[src/hw/rtl/afc_pkg.sv]
// ----------------------------------------------------------------------------
// afc_pkg
// Shared types, constants and the byte-wide CRC-32 update for the address
// frame checker.
// ----------------------------------------------------------------------------
package afc_pkg;

  localparam logic [31:0] CrcPoly         = 32'h04C1_1DB7;
  localparam logic [31:0] WindowLowReset  = 32'h0800_0000;
  localparam logic [31:0] WindowHighReset = 32'h0801_FFFF;

  localparam int unsigned FrameLen = 8;
  localparam int unsigned AddrLen  = 4;

  localparam logic [2:0] LastByte = 3'(FrameLen - 1);
  localparam logic [2:0] AddrEnd  = 3'(AddrLen);

  typedef enum logic {
    CfgWindowLow  = 1'b0,
    CfgWindowHigh = 1'b1
  } cfg_reg_e;

  typedef struct packed {
    logic [31:0] address;
    logic        checksum_ok;
    logic        address_in_range;
  } afc_result_t;

  // MSB-first CRC over one byte, no reflection
  function automatic logic [31:0] crc_byte(logic [31:0] crc, logic [7:0] b);
    logic [31:0] c;
    c = crc ^ {b, 24'h0};
    for (int k = 0; k < 8; k++) begin
      if (c[31]) begin
        c = {c[30:0], 1'b0} ^ CrcPoly;
      end else begin
        c = {c[30:0], 1'b0};
      end
    end
    return c;
  endfunction

endpackage

[src/hw/rtl/afc_frame_core.sv]
// ----------------------------------------------------------------------------
// afc_frame_core
// Frame state (byte count, CRC remainder, address) and the window registers;
// computes the verdict on the eighth byte.
// ----------------------------------------------------------------------------
module afc_frame_core import afc_pkg::*; (
  input  logic        clk_i,
  input  logic        rst_ni,
  input  logic        cfg_we_i,
  input  logic        cfg_index_i,
  input  logic [31:0] cfg_wdata_i,
  input  logic        advance_i,
  input  logic [7:0]  data_byte_i,
  input  logic        frame_start_i,
  output logic        last_o,
  output afc_result_t result_o
);

  logic [31:0] win_low_q, win_high_q;
  logic [2:0]  count_q, count_d, count_cur;
  logic [31:0] crc_q, crc_d, crc_base;
  logic [31:0] addr_q, addr_d, addr_base;
  logic        ok, in_range;

  always_comb begin
    count_cur = frame_start_i ? 3'd0 : count_q;
    crc_base  = (count_cur == 3'd0) ? 32'h0 : crc_q;
    addr_base = (count_cur == 3'd0) ? 32'h0 : addr_q;
    crc_d     = crc_byte(crc_base, data_byte_i);
    addr_d    = (count_cur < AddrEnd) ? {addr_base[23:0], data_byte_i} : addr_base;
    count_d   = count_cur + 3'd1;
    last_o    = (count_cur == LastByte);
    ok        = (crc_d == 32'h0);
    in_range  = (addr_d >= win_low_q) && (addr_d <= win_high_q);
    result_o.address          = (ok && in_range) ? addr_d : 32'h0;
    result_o.checksum_ok      = ok;
    result_o.address_in_range = in_range;
  end

  always_ff @(posedge clk_i or negedge rst_ni) begin
    if (!rst_ni) begin
      count_q <= 3'd0;
      crc_q   <= 32'h0;
      addr_q  <= 32'h0;
    end else if (advance_i) begin
      count_q <= count_d;
      crc_q   <= crc_d;
      addr_q  <= addr_d;
    end
  end

  always_ff @(posedge clk_i or negedge rst_ni) begin
    if (!rst_ni) begin
      win_low_q  <= WindowLowReset;
      win_high_q <= WindowHighReset;
    end else if (cfg_we_i) begin
      case (cfg_reg_e'(cfg_index_i))
        CfgWindowLow:  win_low_q  <= cfg_wdata_i;
        CfgWindowHigh: win_high_q <= cfg_wdata_i;
        default: ;
      endcase
    end
  end

endmodule

[config.mk]
export PLATFORM = sky130hd
export DESIGN_NAME = afc_frame_core
export DESIGN_NICKNAME = d
export VERILOG_FILES = /design/src/hw/rtl/afc_pkg.sv /design/src/hw/rtl/afc_frame_core.sv
export SDC_FILE = /design/constraint.sdc
export NUM_CORES = 1
export LEC_CHECK = 0
export ABC_AREA = 1
export BUFFER_PORTS_ARGS = -buffer_cell sky130_fd_sc_hd__buf_2
export CORE_MARGIN = 5
export CORE_UTILIZATION = 45
export CTS_BUF_LIST = sky130_fd_sc_hd__clkbuf_4
export DETAILED_ROUTE_END_ITERATION = 12
export PLACE_DENSITY = 0.73
export SYNTH_ARGS = -nofsm -noshare
export SYNTH_HDL_FRONTEND = slang
export SYNTH_SLANG_ARGS = --single-unit
[constraint.sdc]
create_clock -name clk_i -period 3.4 [get_ports clk_i]
set_input_delay 0.34 -clock clk_i [delete_from_list [all_inputs] [get_ports clk_i]]
set_output_delay 0.34 -clock clk_i [all_outputs]
set_load 0.05 [all_outputs]
==> metrics.md <==
| Metric | Value |
|---|---|
| Remaining DRCs | 0 |
| Placer Congestion | just under 1 |
| Most frequent cells in the layout | nand2_1, inv_1, o21ai_0 |
| Synth Area in Compound Gates | 12.83% |
| DR vias | around 9300 |
| # rows | roughly 50 |
| Fillers | 1701 |
| CTS max path bufs | 2 |
| Iteration-0 DRC Markers | 651 |
| Worst reg-to-reg setup slack | just over 0.9 ns |
| Clk_lat worst skew | 0.58 ns |
| Reg area | 0.003302 mm^2 |
| Clock network fraction of total power | 19.3% |
| Power Density | 476.1 mW/mm^2 |
| Total gr overflow | 0 |
| Core area | 0.01959 mm^2 |
| First-pass GRT wire length | 45.09 mm |
| Internal power | roughly 0.0034 W |
| Largest cells by area after synthesis | dfrtp_1, nand2_1, ha_1, o21ai_0, inv_1 |
| Hold violation total from the final report | 0 |
| Clk sinks | 131 |
| Comb pwr share | 45.6% |
| Startpoint types | register |
| Maximum clock frequency | 234.7 MHz |
| H-tree lvl count | 4 |
| Post-Route WL | approximately 28 mm |
| Final Cycle Share | 125.3% |
| Vias in the first global route | 9057 |
| Synthesized cell area | 0.008985 mm^2 |
| Multi-input gate area | 0.005187 mm^2 |
| Antenna violations before repair | 1 |
| Worst Reg-to-Reg Cells | 21 |
| Final Setup Violations | 34 |
| Critical Path End Type | primary output |
| Largest net degree at the start of global routing | 89 |
| WP data arrival | 3.92 ns |
| Worst min path class | in2reg |
| Die extent in x | ~150 um |
| Detailed Routing Iterations Pass 1 | 6 |
| FF-to-FF Start | count_q[0] |
| Post-synthesis share of cell area spent on full adders, half adders and majority gates | 9.469% |
| Count of different cell masters after synthesis | 34 |
| Period minus WS final | 4.260 ns |
| CP Class | reg2out |
| P&R area growth vs syn | 35.26% |
| Hold path depth | 3 |
| RSZ-0062 raised after global routing | yes |
| Worst-path clk slew | 0.14 ns |
| Violated checks | setup timing |
| Slew Limit Fails | 0 |
| Multiplexer share of the synthesized area | 0% |
| Reg power frac | 35.1% |
| Initial Utilization | 45.86% |
| Yosys top cell area share | a little under a third |
| Vias/cell | 5.148 |
| Max VDD drop | 0.2406 mV |
| Post-synthesis sequential area ratio | 36.75% |
| CP Max Fanout | 7 |
| Chip height | between 150 and 200 um |
| Synth Area in XOR/XNOR | 0.6824% |
| Total die area | 0.02289 mm^2 |
| Hold Slack | 0.03089 ns |
| Net Sw Frac | 41.28% |
| Critical Path RT | 3.06 ns |
| Final worst slack | -0.8600 ns |
| Synth Area in Simple Gates | 29.24% |
| Sw power | 0.002389 W |
| Largest family of logic cells by synthesized area | simple AND/OR/NAND/NOR gates |
| Pre-CTS WS | -0.5099 ns |
| Total power | 0.005786 W |
| Layout Nets | about 1600 |
| Syn nets | between 1000 and 1500 |
| Avg Inst Size Synth | 6.938 um^2 |
| Max-Cap Viols | 0 |
| TritonCTS Buffers | 17 |
| Layout cells sized above 1 | between 20% and 30% |
| IO buf count | 80 |
| RR Endpoint | crc_q[8] |
| Clk_skew | 0.02353 ns |
| Hold EP | win_low_q[25] |
| Commonest non-fill, non-tap cell in the layout | nand2_1 |
| Wirelength per Cell | 15.40 um |
| Yosys top cell by area | dfrtp_1 |
| TritonCTS clock tree | built |
| Least-Margin Pin Slew | roughly 1.1 ns |
| Hpwl dp | 19.55 mm |
| # IOs | just over 80 |
| Post-route ant nets | 0 |
| Total GRT Usage | around a quarter |
| Synth Instances | about 1300 |
| Relative slew slack | 26.46% |
| Leakage | 6.477 nW |
| Root Buffer | clkbuf_4 |
| Status | finished with violations |
| Synth warn | 0 |
| Hold path start | cfg_wdata_i[25] |
| Synthesis-stage register bit count | roughly 130 |
final cells by class:
| class | count | share of cell area, % |
|---|---|---|
| multi-input combinational | 916 | 42.69 |
| clock inverter | 15 | 1.256 |
| sequential | 131 | 27.17 |
| timing repair buffer | 265 | 18.75 |
| inverter | 203 | 6.342 |
| antenna | 1 | 0.02059 |
| tap | 265 | 2.728 |
| clock buffer | 17 | 1.050 |
how the worst max path moves through the flow:
stage / endpoint / slack, ns / start / cells after the start
floorplan: result_o[10] / 0.01 / count_q[0] / 19
global placement: result_o[33] / -0.42 / frame_start_i / 26
detailed placement: result_o[29] / -0.51 / frame_start_i / 26
CTS: result_o[29] / -0.79 / count_q[0] / 25
global route: result_o[4] / -1.06 / count_q[1] / 21
finish: result_o[10] / -0.86 / count_q[1] / 22
cells in the mapped netlist (all sizes together):
library cell and number:
a31oi 16, dfrtp 112, o211ai 1, dfstp 19, o21ai 167, and2 1
clkinv 1, nand2 470, nand4 5, o21a 2, xor2 7, buf 12
nand3b 6, nor4 2, nand3 54, o221ai 1, a21oi 34, o31ai 1
inv 202, nor4b 1, clkbuf 33, ha 68, a211oi 1, nor3 6
nor2 73
through the flow:
stage	TNS (ns)	cell area, um^2	std cells	utilization (%)
6_report	-27.54	12150	1813	62.04
5_1_grt	-34.16	12150	1813	62.04
3_5_place_dp	-16.07	10940	1737	55.83
4_1_cts	-23.87	11970	1807	61.12
2_1_floorplan	0	9265	1295	-
3_3_place_gp	-13.36	10940	1737	55.83
what timing repair did:
item                                    CTS  global route
hold buffers                             27             0
setup buffers                             8             5
endpoints found under the hold margin    98             0
endpoints found under the setup margin   34            34
pin swaps                                 7            20
cloned                                    3             1
resized for setup                       105            43
routing by layer:
| metal | routed length [um] | global-route usage (%) | vias up |
|---|---|---|---|
| met2 | 13300 | 40.23 | 331 |
| met5 | 0 | 0 | - |
| met3 | 2119 | 5.476 | 66 |
| met4 | 840 | 9.882 | 0 |
| met1 | 11670 | 32.78 | 4376 |
| li1 | - | - | 4561 |
logic make-up after synthesis:
family | count (synthesis)
adders and majority gates | 68
AOI/OAI and AO/OA | 223
and+or+nand+nor | 618
DFF | 131
xor gates and xnor gates | 7
buffers and inverters | 248
worst max-delay path, cell delays in order, from the launching register on:
cell and delay (ns):
dfrtp_1 0.39, inv_2 0.06, nor2_2 0.04, inv_2 0.06
ha_4 0.18, inv_6 0.06, buf_16 0.14, a31oi_4 0.23
inv_2 0.08, ha_4 0.28, nand2_4 0.06, nor3_4 0.21
nand3_2 0.13, nor4_2 0.25, buf_4 0.16, nand4_1 0.08
nand4_1 0.08, nand2_1 0.07, inv_2 0.07, nand3_4 0.20
buf_8 0.23, nor2_4 0.09, buf_4 0.19
power by group through the flow:
| stage | logic, W | clock network [W] | registers [W] |
|---|---|---|---|
| 2_1_floorplan | 0.00144 | 0 | 0.00200 |
| 3_3_place_gp | 0.00236 | 0 | 0.00204 |
| 3_5_place_dp | 0.00241 | 0 | 0.00205 |
| 4_1_cts | 0.00254 | 0.00114 | 0.00203 |
| 5_1_grt | 0.00295 | 0.00120 | 0.00207 |
| 6_report | 0.00264 | 0.00112 | 0.00203 |
state kept, by name, summed over array words and instances, names as in the netlist:
register    count
addr_q         32
crc_q          32
win_high_q     32
win_low_q      32
count_q         3
Power figures use the tool's default switching activity.
